### config.mk
export PLATFORM = sky130hd
export DESIGN_NAME = multi_pool_block_allocator_top_flat
export DESIGN_NICKNAME = d
export VERILOG_FILES = /design/src/rtl/mpba_pkg.sv /design/src/rtl/mpba_if.sv /design/src/rtl/mpba_ram.sv /design/src/rtl/mpba_stats.sv /design/src/rtl/multi_pool_block_allocator_top.sv /design/src/flat_wrapper.sv
export SDC_FILE = /design/constraint.sdc
export NUM_CORES = 2
export LEC_CHECK = 0
export BUFFER_PORTS_ARGS = -buffer_cell sky130_fd_sc_hd__buf_4
export CAP_MARGIN = 20
export CELL_PAD_IN_SITES_DETAIL_PLACEMENT = 1
export CELL_PAD_IN_SITES_GLOBAL_PLACEMENT = 1
export CORE_MARGIN = 3
export CORE_UTILIZATION = 50
export CTS_CLUSTER_DIAMETER = 100
export DETAILED_ROUTE_END_ITERATION = 6
export GPL_ROUTABILITY_DRIVEN = 0
export PLACE_DENSITY_LB_ADDON = 0.1
export REMOVE_ABC_BUFFERS = 1
export SLEW_MARGIN = 5
export SYNTH_ARGS = -nofsm -noshare
export SYNTH_HDL_FRONTEND = slang
export SYNTH_SLANG_ARGS = --single-unit
### constraint.sdc
create_clock -name clk -period 13.3 [get_ports clk]
set_clock_uncertainty 0.1 [all_clocks]
set_input_delay 1.995 -clock clk [delete_from_list [all_inputs] [get_ports clk]]
set_output_delay 1.995 -clock clk [all_outputs]
set_load 0.02 [all_outputs]
### src/rtl/mpba_pkg.sv
`timescale 1ns / 1ps
`default_nettype none

package mpba_pkg;

	localparam int CNT_W     = 7;
	localparam int IDX_W     = 6;
	localparam int POOL_ID_W = 3;
	localparam int CFG_W     = 56;
	localparam int TOT_W     = 32;

	localparam logic [CFG_W-1:0] CFG_RESET = 56'd6847762175886854;

	localparam logic KIND_ALLOC = 1'b0;
	localparam logic KIND_FREE  = 1'b1;

	typedef enum logic [1:0] {
		ST_OK       = 2'd0,
		ST_NO_BLOCK = 2'd1,
		ST_BAD_FREE = 2'd2
	} status_t;

	// Per-pool bookkeeping word; mark is the lowest stack level reached since
	// the last rebuild, so stack entries below it still hold their own index.
	typedef struct packed {
		logic [CNT_W-1:0] free;
		logic [CNT_W-1:0] used;
		logic [CNT_W-1:0] peak;
		logic [CNT_W-1:0] mark;
	} pool_cnt_t;

	typedef struct packed {
		logic alloc_ok;
		logic free_ok;
		logic alloc_fail;
	} stat_inc_t;

	function automatic logic [CNT_W-1:0] pool_size(
		input logic [CFG_W-1:0]     cfg,
		input logic [POOL_ID_W-1:0] pool,
		input logic [CNT_W-1:0]     max_blocks
	);
		logic [CNT_W-1:0] c;
		c = cfg[pool*CNT_W +: CNT_W];
		return (c > max_blocks) ? max_blocks : c;
	endfunction

endpackage

`default_nettype wire

### src/rtl/mpba_if.sv
`timescale 1ns / 1ps
`default_nettype none

interface mpba_req_if;
	import mpba_pkg::*;
	logic                 valid;
	logic                 ready;
	logic                 kind;
	logic [POOL_ID_W-1:0] pool_id;
	logic [IDX_W-1:0]     block_index;
	modport source(output valid, kind, pool_id, block_index, input ready);
	modport sink(input valid, kind, pool_id, block_index, output ready);
endinterface

interface mpba_rsp_if;
	import mpba_pkg::*;
	logic             valid;
	logic             ready;
	status_t          status;
	logic [IDX_W-1:0] granted_block;
	logic [CNT_W-1:0] free_count;
	logic [CNT_W-1:0] used_count;
	logic [CNT_W-1:0] peak_count;
	logic [TOT_W-1:0] alloc_total;
	logic [TOT_W-1:0] free_total;
	logic [TOT_W-1:0] failure_total;
	modport source(output valid, status, granted_block, free_count, used_count, peak_count,
		alloc_total, free_total, failure_total, input ready);
	modport sink(input valid, status, granted_block, free_count, used_count, peak_count,
		alloc_total, free_total, failure_total, output ready);
endinterface

interface mpba_cfg_if;
	import mpba_pkg::*;
	logic             valid;
	logic             ready;
	logic [CFG_W-1:0] data;
	modport source(output valid, data, input ready);
	modport sink(input valid, data, output ready);
endinterface

`default_nettype wire

### src/rtl/mpba_ram.sv
`timescale 1ns / 1ps
`default_nettype none

module mpba_ram #(
	parameter int WIDTH = 8,
	parameter int DEPTH = 16,
	localparam int AW = (DEPTH > 1) ? $clog2(DEPTH) : 1
) (
	input  wire logic             clk,
	input  wire logic             wr_en,
	input  wire logic [AW-1:0]    wr_addr,
	input  wire logic [WIDTH-1:0] wr_data,
	input  wire logic             rd_en,
	input  wire logic [AW-1:0]    rd_addr,
	output logic      [WIDTH-1:0] rd_data
);

	logic [WIDTH-1:0] mem [DEPTH];

	always_ff @(posedge clk) begin
		if (wr_en) begin
			mem[wr_addr] <= wr_data;
		end
		// hold read data until the next read
		if (rd_en) begin
			rd_data <= mem[rd_addr];
		end
	end

endmodule

`default_nettype wire

### src/rtl/mpba_stats.sv
`timescale 1ns / 1ps
`default_nettype none

module mpba_stats #(
	parameter int STAT_WIDTH = 32
) (
	input  wire logic                  clk,
	input  wire logic                  arst_n,
	input  wire mpba_pkg::stat_inc_t   inc,
	output logic      [STAT_WIDTH-1:0] alloc_nxt,
	output logic      [STAT_WIDTH-1:0] free_nxt,
	output logic      [STAT_WIDTH-1:0] fail_nxt
);
	import mpba_pkg::*;

	logic [STAT_WIDTH-1:0] alloc_q;
	logic [STAT_WIDTH-1:0] free_q;
	logic [STAT_WIDTH-1:0] fail_q;

	assign alloc_nxt = alloc_q + STAT_WIDTH'(inc.alloc_ok);
	assign free_nxt  = free_q + STAT_WIDTH'(inc.free_ok);
	assign fail_nxt  = fail_q + STAT_WIDTH'(inc.alloc_fail);

	always_ff @(posedge clk or negedge arst_n) begin
		if (!arst_n) begin
			alloc_q <= '0;
			free_q  <= '0;
			fail_q  <= '0;
		end else begin
			alloc_q <= alloc_nxt;
			free_q  <= free_nxt;
			fail_q  <= fail_nxt;
		end
	end

endmodule

`default_nettype wire

### src/rtl/multi_pool_block_allocator_top.sv
`timescale 1ns / 1ps
`default_nettype none

// Sequence: a free or a failed allocate is registered as the result from S_RD,
// a successful allocate from S_WR (pool word read, then free-list read); both wait while
// the result register is blocked. A new request is taken only in S_IDLE, after the last
// one has finished; both memory reads are serialized through the one sequencer.
// Reset: counters clear at once and every pool rebuilds from the reset block counts;
// a size register write rebuilds all pools by clearing their valid bits alone.
module multi_pool_block_allocator_top #(
	parameter int NUM_POOLS  = 8,
	parameter int MAX_BLOCKS = 64,
	parameter int STAT_WIDTH = 32
) (
	input wire logic clk,
	input wire logic arst_n,
	mpba_req_if.sink   req,
	mpba_rsp_if.source rsp,
	mpba_cfg_if.sink   cfg
);
	import mpba_pkg::*;

	localparam int PW     = (NUM_POOLS > 1) ? $clog2(NUM_POOLS) : 1;
	localparam int BW     = $clog2(MAX_BLOCKS);
	localparam int CDEPTH = 1 << PW;
	localparam int SDEPTH = 1 << (PW + BW);

	typedef enum logic [2:0] {
		S_IDLE = 3'b001,
		S_RD   = 3'b010,
		S_WR   = 3'b100
	} state_t;

	state_t               state_q;
	logic [CFG_W-1:0]     cfg_q;
	logic [CDEPTH-1:0]    pool_vld_q;
	logic                 kind_q;
	logic [POOL_ID_W-1:0] pool_q;
	logic [IDX_W-1:0]     idx_q;
	logic                 pool_ok_q;

	logic                 rsp_vld_q;
	status_t              rsp_status_q;
	logic [IDX_W-1:0]     rsp_granted_q;
	logic [CNT_W-1:0]     rsp_free_q;
	logic [CNT_W-1:0]     rsp_used_q;
	logic [CNT_W-1:0]     rsp_peak_q;
	logic [TOT_W-1:0]     rsp_alloc_tot_q;
	logic [TOT_W-1:0]     rsp_free_tot_q;
	logic [TOT_W-1:0]     rsp_fail_tot_q;

	logic                 accept;
	logic                 cfg_wr;
	logic                 out_free;
	logic [PW-1:0]        pool_a;
	logic [CNT_W-1:0]     size;
	pool_cnt_t            cnt_rd;
	pool_cnt_t            cnt;
	pool_cnt_t            cnt_new;
	logic [CNT_W-1:0]     top;
	logic [CNT_W-1:0]     used_inc;
	logic                 alloc_ok;
	logic                 free_ok;
	logic                 finish;
	logic                 cnt_wr_en;
	logic                 stk_rd_en;
	logic                 stk_wr_en;
	logic [IDX_W-1:0]     stk_rd_data;
	logic [IDX_W-1:0]     granted;
	status_t              status;
	stat_inc_t            inc;
	logic [STAT_WIDTH-1:0] alloc_nxt;
	logic [STAT_WIDTH-1:0] free_nxt;
	logic [STAT_WIDTH-1:0] fail_nxt;

	assign req.ready = (state_q == S_IDLE);
	assign accept    = req.valid && req.ready;
	assign cfg.ready = 1'b1;
	assign cfg_wr    = cfg.valid && cfg.ready;
	assign out_free  = !rsp_vld_q || rsp.ready;

	assign pool_a = pool_q[PW-1:0];
	assign size   = pool_ok_q ? pool_size(cfg_q, pool_q, CNT_W'(MAX_BLOCKS)) : '0;

	// A pool not written since the last rebuild reads as freshly built
	always_comb begin
		if (pool_vld_q[pool_a]) begin
			cnt = cnt_rd;
		end else begin
			cnt = '{free: size, used: '0, peak: '0, mark: size};
		end
	end

	assign top      = cnt.free - CNT_W'(1);
	assign used_inc = cnt.used + CNT_W'(1);
	assign alloc_ok = pool_ok_q && (size != '0) && (cnt.free != '0);
	assign free_ok  = pool_ok_q && (CNT_W'(idx_q) < size) && (cnt.free < size);

	// Entries below the mark were never pushed, so they still hold their own index
	assign granted = (top < cnt.mark) ? top[IDX_W-1:0] : stk_rd_data;

	always_comb begin
		finish    = 1'b0;
		stk_rd_en = 1'b0;
		stk_wr_en = 1'b0;
		cnt_wr_en = 1'b0;
		status    = ST_OK;
		cnt_new   = cnt;
		inc       = '0;
		unique case (state_q)
			S_IDLE: begin
			end
			S_RD: begin
				if (kind_q == KIND_ALLOC) begin
					stk_rd_en = alloc_ok;
					if (!alloc_ok) begin
						finish         = out_free;
						status         = ST_NO_BLOCK;
						inc.alloc_fail = out_free;
					end
				end else begin
					finish = out_free;
					if (free_ok) begin
						stk_wr_en    = out_free;
						cnt_wr_en    = out_free;
						inc.free_ok  = out_free;
						cnt_new.free = cnt.free + CNT_W'(1);
						cnt_new.used = cnt.used - CNT_W'(1);
					end else begin
						status = ST_BAD_FREE;
					end
				end
			end
			S_WR: begin
				finish       = out_free;
				cnt_wr_en    = out_free;
				inc.alloc_ok = out_free;
				cnt_new.free = top;
				cnt_new.used = used_inc;
				cnt_new.peak = (used_inc > cnt.peak) ? used_inc : cnt.peak;
				cnt_new.mark = (top < cnt.mark) ? top : cnt.mark;
			end
			default: begin
			end
		endcase
	end

	always_ff @(posedge clk or negedge arst_n) begin
		if (!arst_n) begin
			state_q <= S_IDLE;
		end else begin
			unique case (state_q)
				S_IDLE: begin
					if (accept) begin
						state_q <= S_RD;
					end
				end
				S_RD: begin
					if (stk_rd_en) begin
						state_q <= S_WR;
					end else if (finish) begin
						state_q <= S_IDLE;
					end
				end
				S_WR: begin
					if (finish) begin
						state_q <= S_IDLE;
					end
				end
				default: state_q <= S_IDLE;
			endcase
		end
	end

	always_ff @(posedge clk) begin
		if (accept) begin
			kind_q    <= req.kind;
			pool_q    <= req.pool_id;
			idx_q     <= req.block_index;
			pool_ok_q <= (int'(req.pool_id) < NUM_POOLS);
		end
	end

	// A size write drops every pool word back to its rebuilt value
	always_ff @(posedge clk or negedge arst_n) begin
		if (!arst_n) begin
			cfg_q      <= CFG_RESET;
			pool_vld_q <= '0;
		end else if (cfg_wr) begin
			cfg_q      <= cfg.data;
			pool_vld_q <= '0;
		end else if (cnt_wr_en) begin
			pool_vld_q[pool_a] <= 1'b1;
		end
	end

	mpba_ram #(
		.WIDTH($bits(pool_cnt_t)),
		.DEPTH(CDEPTH)
	) u_cnt_ram (
		.clk    (clk),
		.wr_en  (cnt_wr_en),
		.wr_addr(pool_a),
		.wr_data(cnt_new),
		.rd_en  (accept),
		.rd_addr(req.pool_id[PW-1:0]),
		.rd_data(cnt_rd)
	);

	mpba_ram #(
		.WIDTH(IDX_W),
		.DEPTH(SDEPTH)
	) u_stack_ram (
		.clk    (clk),
		.wr_en  (stk_wr_en),
		.wr_addr({pool_a, cnt.free[BW-1:0]}),
		.wr_data(idx_q),
		.rd_en  (stk_rd_en),
		.rd_addr({pool_a, top[BW-1:0]}),
		.rd_data(stk_rd_data)
	);

	mpba_stats #(
		.STAT_WIDTH(STAT_WIDTH)
	) u_stats (
		.clk      (clk),
		.arst_n   (arst_n),
		.inc      (inc),
		.alloc_nxt(alloc_nxt),
		.free_nxt (free_nxt),
		.fail_nxt (fail_nxt)
	);

	always_ff @(posedge clk or negedge arst_n) begin
		if (!arst_n) begin
			rsp_vld_q <= 1'b0;
		end else if (finish) begin
			rsp_vld_q <= 1'b1;
		end else if (rsp.ready) begin
			rsp_vld_q <= 1'b0;
		end
	end

	always_ff @(posedge clk) begin
		if (finish) begin
			rsp_status_q    <= status;
			rsp_granted_q   <= (state_q == S_WR) ? granted : '0;
			rsp_free_q      <= pool_ok_q ? cnt_new.free : '0;
			rsp_used_q      <= pool_ok_q ? cnt_new.used : '0;
			rsp_peak_q      <= pool_ok_q ? cnt_new.peak : '0;
			rsp_alloc_tot_q <= TOT_W'(alloc_nxt);
			rsp_free_tot_q  <= TOT_W'(free_nxt);
			rsp_fail_tot_q  <= TOT_W'(fail_nxt);
		end
	end

	assign rsp.valid         = rsp_vld_q;
	assign rsp.status        = rsp_status_q;
	assign rsp.granted_block = rsp_granted_q;
	assign rsp.free_count    = rsp_free_q;
	assign rsp.used_count    = rsp_used_q;
	assign rsp.peak_count    = rsp_peak_q;
	assign rsp.alloc_total   = rsp_alloc_tot_q;
	assign rsp.free_total    = rsp_free_tot_q;
	assign rsp.failure_total = rsp_fail_tot_q;

	// S_WR holds while the result register is blocked
	a_wr_after_rd: assert property (@(posedge clk) disable iff (!arst_n)
		state_q == S_WR |-> ($past(state_q) == S_RD || $past(state_q) == S_WR))
		else $error("free-list read stage entered without pool word read");

	a_rsp_from_work: assert property (@(posedge clk) disable iff (!arst_n)
		$rose(rsp_vld_q) |-> $past(state_q) != S_IDLE)
		else $error("response raised with no request in flight");

	a_cfg_clears_pools: assert property (@(posedge clk) disable iff (!arst_n)
		cfg_wr |=> pool_vld_q == '0)
		else $error("pool words not rebuilt after size write");

	a_one_stat_bump: assert property (@(posedge clk) disable iff (!arst_n)
		inc != '0 |-> ($countones(inc) == 1 && finish))
		else $error("statistics bumped outside a finishing request");

endmodule

`default_nettype wire

### src/flat_wrapper.sv
// flat-port wrapper written by rule: the top's interface ports become plain ports
module multi_pool_block_allocator_top_flat import mpba_pkg::*;
#(
	parameter int NUM_POOLS  = 8,
	parameter int MAX_BLOCKS = 64,
	parameter int STAT_WIDTH = 32
)
  (clk, arst_n, req_valid, req_kind, req_pool_id, req_block_index, req_ready, rsp_valid, rsp_status, rsp_granted_block, rsp_free_count, rsp_used_count, rsp_peak_count, rsp_alloc_total, rsp_free_total, rsp_failure_total, rsp_ready, cfg_valid, cfg_data, cfg_ready);
  mpba_req_if req_i ();
  mpba_rsp_if rsp_i ();
  mpba_cfg_if cfg_i ();
  input wire logic clk;
  input wire logic arst_n;
  input wire logic [$bits(req_i.valid)-1:0] req_valid;
  input wire logic [$bits(req_i.kind)-1:0] req_kind;
  input wire logic [$bits(req_i.pool_id)-1:0] req_pool_id;
  input wire logic [$bits(req_i.block_index)-1:0] req_block_index;
  output wire logic [$bits(req_i.ready)-1:0] req_ready;
  output wire logic [$bits(rsp_i.valid)-1:0] rsp_valid;
  output wire logic [$bits(rsp_i.status)-1:0] rsp_status;
  output wire logic [$bits(rsp_i.granted_block)-1:0] rsp_granted_block;
  output wire logic [$bits(rsp_i.free_count)-1:0] rsp_free_count;
  output wire logic [$bits(rsp_i.used_count)-1:0] rsp_used_count;
  output wire logic [$bits(rsp_i.peak_count)-1:0] rsp_peak_count;
  output wire logic [$bits(rsp_i.alloc_total)-1:0] rsp_alloc_total;
  output wire logic [$bits(rsp_i.free_total)-1:0] rsp_free_total;
  output wire logic [$bits(rsp_i.failure_total)-1:0] rsp_failure_total;
  input wire logic [$bits(rsp_i.ready)-1:0] rsp_ready;
  input wire logic [$bits(cfg_i.valid)-1:0] cfg_valid;
  input wire logic [$bits(cfg_i.data)-1:0] cfg_data;
  output wire logic [$bits(cfg_i.ready)-1:0] cfg_ready;
  assign req_i.valid = req_valid;
  assign req_i.kind = req_kind;
  assign req_i.pool_id = req_pool_id;
  assign req_i.block_index = req_block_index;
  assign req_ready = req_i.ready;
  assign rsp_valid = rsp_i.valid;
  assign rsp_status = rsp_i.status;
  assign rsp_granted_block = rsp_i.granted_block;
  assign rsp_free_count = rsp_i.free_count;
  assign rsp_used_count = rsp_i.used_count;
  assign rsp_peak_count = rsp_i.peak_count;
  assign rsp_alloc_total = rsp_i.alloc_total;
  assign rsp_free_total = rsp_i.free_total;
  assign rsp_failure_total = rsp_i.failure_total;
  assign rsp_i.ready = rsp_ready;
  assign cfg_i.valid = cfg_valid;
  assign cfg_i.data = cfg_data;
  assign cfg_ready = cfg_i.ready;
  multi_pool_block_allocator_top #(.NUM_POOLS(NUM_POOLS), .MAX_BLOCKS(MAX_BLOCKS), .STAT_WIDTH(STAT_WIDTH)) u_core (.clk(clk), .arst_n(arst_n), .req(req_i), .rsp(rsp_i), .cfg(cfg_i));
endmodule
Word level (Yosys, flattened, before mapping) --
Memory sizes are Yosys's and may differ from the RTL's. A register that Yosys moved wholly into a read port is not among the register bits. Cells that the tools add are included.
Cells by class: mux-type cells 40, multipliers 1, reduce and logical (&&, ||, !) cells 10, shift-type cells 1, bitwise logic cells 1, equal/unequal tests 4, $lt $le $gt $ge 7, $add $sub $neg 7
Operator list (count):
- $add A32 B1 Y32 | 3
- $shiftx A56 B7 Y7 | 1
- $mux W14 | 3
- $mux W28 | 1
- $pmux W14 S2 | 1
- $mux W7 | 3
- $mux W1 | 18
- $mux W8 | 2
- $add A7 B1 Y7 const B | 2
- $lt A7 B7 Y1 | 2
- $reduce_bool A7 Y1 | 2
- $sub A7 B1 Y7 const B | 2
- $mux W3 | 3
- $pmux W3 S3 | 1
- $or A8 B8 Y8 | 1
- $gt A7 B7 Y1 | 1
- $gt A7 B7 Y1 const B | 1
- $lt A6 B7 Y1 | 1
- $mul A3 B3 Y6 const B | 1
- $mux W2 | 3
- $mux W6 | 1
- $logic_and A1 B1 Y1 | 4
- $lt A3 B4 Y1 const B | 1
- $pmux W1 S2 | 2
- 10 further kinds | 11
Storage, ports and cells: logic and storage cells 91, output and inout bits 128, bits in writable memories 3296, input bits 71, memories 2, flip-flop bits (word level) 299
Memories:
- u_core.u_stack_ram.mem | words 512, bits a word 6, rd ports 1, clocked after Yosys merged registers in 1, write ports 1, line mpba_ram.sv:18 | logic [WIDTH-1:0] mem [DEPTH];
- u_core.u_cnt_ram.mem | words 8, bits a word 28, rd ports 1, clocked after Yosys merged registers in 1, write ports 1, line mpba_ram.sv:18

Logic depth before layout (Yosys ltp) --
word-level depth 13, gate-level depth with buffers 29, depth with buffers taken out 23

Hierarchy --
Synthesis repeated with hierarchy kept, for this count alone.
Second synthesis, totals: cells, all modules 7611, area total of the unflattened synthesis 145203.0 um2
By module, submodules not included:
- mpba_ram at u_core.u_stack_ram | times used 1, sequential area each 92428.6 um2, area an instance 122517.5 um2, cells each 6231
- mpba_ram at u_core.u_cnt_ram | times used 1, sequential area each 7567.3 um2, area an instance 9322.7 um2, cells each 364
- multi_pool_block_allocator_top | times used 1, sequential area each 5771.8 um2, area an instance 9083.7 um2, cells each 646
- mpba_stats | times used 1, sequential area each 2402.3 um2, area an instance 4279.1 um2, cells each 370

Least setup slack after synthesis --
OpenSTA, ideal clock, no wires.
path kind register to register, start register u_core.idx_q[1], end register u_core.rsp_free_tot_q[26] (netlist: u_core.rsp.free_total[26]), data pin, path slack 2.995 ns, buffers on the path 2, required time 12.937 ns, period minus slack after synthesis 10.305 ns, library setup time 0.263 ns, stages on the path, launching flop included 21, arrival time 9.942 ns, path through edfxtp_1 -> ha_1 -> inv_1 -> a41oi_1 -> o21a_1 -> o22ai_1 -> nand3_1 -> a21oi_1 -> and3_1 -> clkbuf_1 -> clkbuf_1 -> and3_1 -> ha_1 -> nand2_1 -> nor2_1 -> nand2_1 -> nor2_1 -> nand4_1 -> inv_1 -> nand2_1 -> xnor2_1
On the way: word-level cells in the longest chain between the ends 6
Ends and longest elaborated chain:
- start, declared | line multi_pool_block_allocator_top.sv:39 | logic [IDX_W-1:0] idx_q;
- start signal, assigned | line multi_pool_block_allocator_top.sv:179 | idx_q <= req.block_index;
- $lt A6 B7 Y1 | line multi_pool_block_allocator_top.sv:97 | assign free_ok = pool_ok_q && (CNT_W'(idx_q) < size) && (cnt.free < size);
- $logic_and A1 B1 Y1 | line multi_pool_block_allocator_top.sv:97
- $mux W1 | line multi_pool_block_allocator_top.sv:123 | if (free_ok) begin
- $mux W1 | line multi_pool_block_allocator_top.sv:114 | if (kind_q == KIND_ALLOC) begin
- $mux W2 | line multi_pool_block_allocator_top.sv:110 | unique case (state_q)
- $add A32 B1 Y32 | line mpba_stats.sv:21 | assign free_nxt = free_q + STAT_WIDTH'(inc.free_ok);
- named net u_core.free_nxt[26] | line multi_pool_block_allocator_top.sv:73 | logic [STAT_WIDTH-1:0] free_nxt;
- end signal, assigned | line multi_pool_block_allocator_top.sv:252 | rsp_free_tot_q <= TOT_W'(free_nxt);
- end, declared | line multi_pool_block_allocator_top.sv:49 | logic [TOT_W-1:0] rsp_free_tot_q;
The timed path passes the listed nets, and every way through them passes these cells. A chain may end at the register's enable or synchronous reset.

Worst setup path in the final report --
start register u_core.pool_q[1] (netlist: u_core.pool_a[1]), end memory u_core.u_stack_ram.mem[68][0] (netlist bit), enable pin
On the way: word-level cells in the longest chain between the ends 12, elaborated cells between the ends (all ways) 15, those cells by class mul (1); order compare (3); shift (1); mux (9); reduce/logical (1)
Ends and longest elaborated chain:
- start, declared | line multi_pool_block_allocator_top.sv:38 | logic [POOL_ID_W-1:0] pool_q;
- start signal, assigned | line multi_pool_block_allocator_top.sv:178 | pool_q <= req.pool_id;
- $mul A3 B3 Y6 | line mpba_pkg.sv:44 | c = cfg[pool*CNT_W +: CNT_W];
- $shiftx A56 B7 Y7 | line mpba_pkg.sv:44
- $gt A7 B7 Y1 | line mpba_pkg.sv:45 | return (c > max_blocks) ? max_blocks : c;
- $mux W7 | line mpba_pkg.sv:45
- $mux W28 | line multi_pool_block_allocator_top.sv:87 | if (pool_vld_q[pool_a]) begin
- $lt A7 B7 Y1 | line multi_pool_block_allocator_top.sv:97
- $logic_and A1 B1 Y1 | line multi_pool_block_allocator_top.sv:97
- $mux W1 | line multi_pool_block_allocator_top.sv:123
- $mux W1 | line multi_pool_block_allocator_top.sv:114
- $mux W1 | line multi_pool_block_allocator_top.sv:110
- $mux W1 | line mpba_ram.sv:21 | if (wr_en) begin
- $mux W1 (implied by the code) | line mpba_ram.sv:22 | mem[wr_addr] <= wr_data;
- end, declared | line mpba_ram.sv:18
Parallel ways exist; a longest one is shown, timed or not. The select of a mux whose other input is x is not followed.

==> impl_metrics.toml <==
[global_routing]
grt_remaining_overflow = 0
grtUsageMet2_pct = 46.9
grt_antenna_before_repair = 27
grtUsageTotal_pct = 30.6
grt_pass1_wl_um = 643000
grt-busiest-layer = "met2"
use_met3_pct = 5.76
use_met1_pct = 44.0
grt_max_degree = 168
first_global_vias = 81900

[cts]
clock_sinks = 3629
cts_buffer_depth = 4
clock_latency_ps = 940
htreeDepth = 5
ctsHoldBuffers = 0
cts_tree = "built"
cts_made_buffers = 373
root_buffer = "clkbuf_16"
cts_setup_buffers = 0
postCtsResizedCells = 0
clkTransAtPathRegs_ps = 60

[pwr]
power_density_mw_per_mm2 = 228
vdd_drop_max_uv = 313
leakagePower_uw = 0.0524

[routing]
num_vias = 81100
routed_wl_um = 454000
viasPerCell = 6.65
drc = 0
avgRoutedWirePerCell_um = 37.3
drtIter0Drc = 11300
ant_nets = 0
first_pass_iters = 6

[die]
std_cell_rows = 196
die_area_mm2 = 0.295
floorplan.initialDensity_pct = 50.4
core_mm2 = 0.286
boundaryPins = 199
die-width_um = 543
die_h_um = 543

[setup_path]
critPathCaptureType = "flip-flop"
worstSetupStartpointType = "flip-flop"
critPathMaxFanout = 55
crit_required_ps = 13740
critPathArrivalTime_ps = 9280
critPathKind = "reg2reg"

[yosys]
synth_edf_count = 3465
async_reset_ff_share_pct = 4.52
synth_warnings = 0
synth_common_cells = "3465 x edfxtp_1, 702 x mux4_2, 700 x nand2_1, 552 x nor3_1, 329 x clkbuf_1"
synth_seq_cells = 3629
synth_seq_area_share_pct = 75.0
yosysMostFrequentCell = "edfxtp_1"
synth_top_area_cell = "edfxtp_1"
synth_top_area_share_pct = 72.2
synth-main-ff-cell = "edfxtp_1"
syn_inst = 7857
yosysUniqueCellTypes = 93
netlist_top_cells_area = "edfxtp_1 72%, mux4_2 11%, dfrtp_1 2.6%, nor3_1 1.9%, nand2_1 1.8%"
netlist_area_mm2 = 0.144
synth_area_per_cell_um2 = 18.4

[place]
hpwl_um = 271000
numPortBuffers = 197
preCtsSetupSlack_ps = 4700

[sta]
fmax_mhz = 113
period_minus_slack_ps = 8840
setup-violations-final = 0
slew_headroom_pct = 17.9
hold-worst-slack_ps = 367
hold_viol = 0
fin_crit_sh_pct = 66.5
worstMarginPinSlew_ps = 1230
setup_tns_ps = 0
rsz0062_at_grt = "false"
fin_ws_ps = 4460
slew_violations = 0

[final_layout]
nets = 8211
fillers = 24900
drive_above_1_share_pct = 22.6
area_growth_pct = 12.9

[job]
maxCapViolCount = 0

[run_status]
outcome = "complete, no violations"

[worst_hold_path]
hold_class = "reg2reg"
==> critical path, cell delays in order, from the launching register on <==
cell and delay [ps]:
edfxtp_1 990, nor2b_1 720, a22o_1 340, nor2_4 40, buf_4 280, a21oi_1 510, inv_1 230, ha_1 350
o41a_1 110, o21ai_0 230, a21oi_1 170, a2111oi_2 540, nand3_1 250, nor2_1 780, nand3_4 670, buf_4 570
buf_4 460, nor3_1 870
==> per-stage QoR <==
| stage | std cells | total power [uW] | cell area, um^2 | util (%) |
|---|---|---|---|---|
| floorplan | 7305 | 22700 | 142000 | - |
| global placement | 11500 | 26200 | 150000 | 52.5 |
| detailed placement | 11500 | 26300 | 150000 | 52.5 |
| CTS | 12200 | 37100 | 163000 | 56.9 |
| global route | 12200 | 38000 | 163000 | 56.9 |
| finish | 12200 | 37100 | 163000 | 57.0 |
==> flip-flops by register name (all words and copies together) (netlist names), 2 cells and up <==
| signal | flops |
|---|---|
| u_core.rsp.free_total | 32 |
| u_core.u_stats.free_q | 32 |
| u_core.u_cnt_ram.mem | 224 |
| u_core.u_stats.fail_q | 32 |
| u_core.u_cnt_ram.rd_data | 28 |
| u_core.pool_a | 3 |
| u_core.rsp.failure_total | 32 |
| u_core.pool_vld_q | 8 |
| u_core.rsp.alloc_total | 32 |
| u_core.u_stats.alloc_q | 32 |
| u_core.u_stack_ram.rd_data | 6 |
| u_core.rsp.peak_count | 7 |
| u_core.rsp.free_count | 7 |
| u_core.cfg_q | 56 |
| u_core.rsp.used_count | 7 |
| u_core.u_stack_ram.mem | 3072 |
| u_core.idx_q | 6 |
| u_core.state_q | 3 |
| u_core.rsp.granted_block | 6 |
| u_core.rsp.status | 2 |
==> final timing paths <==
check | startpoint | endpoint | slack, ps | cells past startpoint
worst min-delay path | u_core.u_stats.free_q[31] | u_core.u_stats.free_q[31] | 370 | 1
min in group asynchronous | arst_n | u_core.u_stats.alloc_q[31] | 870 | 1
worst max-delay path | u_core.pool_a[1] | u_core.u_stack_ram.mem[68][0] | 4460 | 17
max in group asynchronous | arst_n | u_core.u_stats.free_q[26] | 10140 | 3
worst min register to register | u_core.u_stats.free_q[31] | u_core.u_stats.free_q[31] | 370 | 1
worst max register to register | u_core.pool_a[1] | u_core.u_stack_ram.mem[68][0] | 4460 | 17
==> power breakdown <==
part	internal [uW]	total, uW	switching (uW)
Sequential	13100	13200	77.5
Clock	6270	10800	4500
Combinational	3990	13100	9080
Total	23400	37100	13700
==> cells in the final DEF, fill, tap and decap left out, drive strengths merged, types with 18 or more instances in the layout <==
cell type	instances
nor2	198
nor4	55
clkinv	161
o21ai	48
dfrtp	151
ha	35
mux2	109
edfxtp	3465
xnor2	74
bufinv	51
nand2	700
nor3	553
buf	414
a32o	18
a21oi	142
clkbuf	448
mux4	702
mux2i	180
o2111ai	57
and3	69
clkinvlp	23
nand3	260
xor2	27
a31oi	32
inv	45
nand4	46
o211ai	31
o22ai	18
a22oi	18
a2111oi	21
a32oi	43
==> cells by family after synthesis <==
group | count (synthesis) | share of synthesized area, %
DFF | 3629 | 75.0
and+or+nand+nor | 1955 | 6.30
muxes | 991 | 13.1
buffers and inverters | 588 | 1.90
AOI/OAI and AO/OA | 557 | 2.81
xor gates and xnor gates | 101 | 0.613
adders and majority gates | 35 | 0.304
other | 1 | 0.00260
==> metal layers <==
metal,vias up,wire (um)
li1,32300,-
met5,-,36
met2,4651,210000
met4,6,19500
met1,43300,182000
met3,783,42800
==> layout make-up <==
type / count / area, um^2 / area share (%)
antenna: 14 / 35.0 / 0.0215
clock buffer: 438 / 9800 / 6.02
clock inverter: 244 / 2680 / 1.64
inverter: 36 / 165 / 0.101
multi-input combinational: 3640 / 33800 / 20.7
sequential: 3629 / 108000 / 66.4
tap: 3762 / 4710 / 2.89
timing repair buffer: 425 / 3550 / 2.18
(Power assumes the default switching activity.)
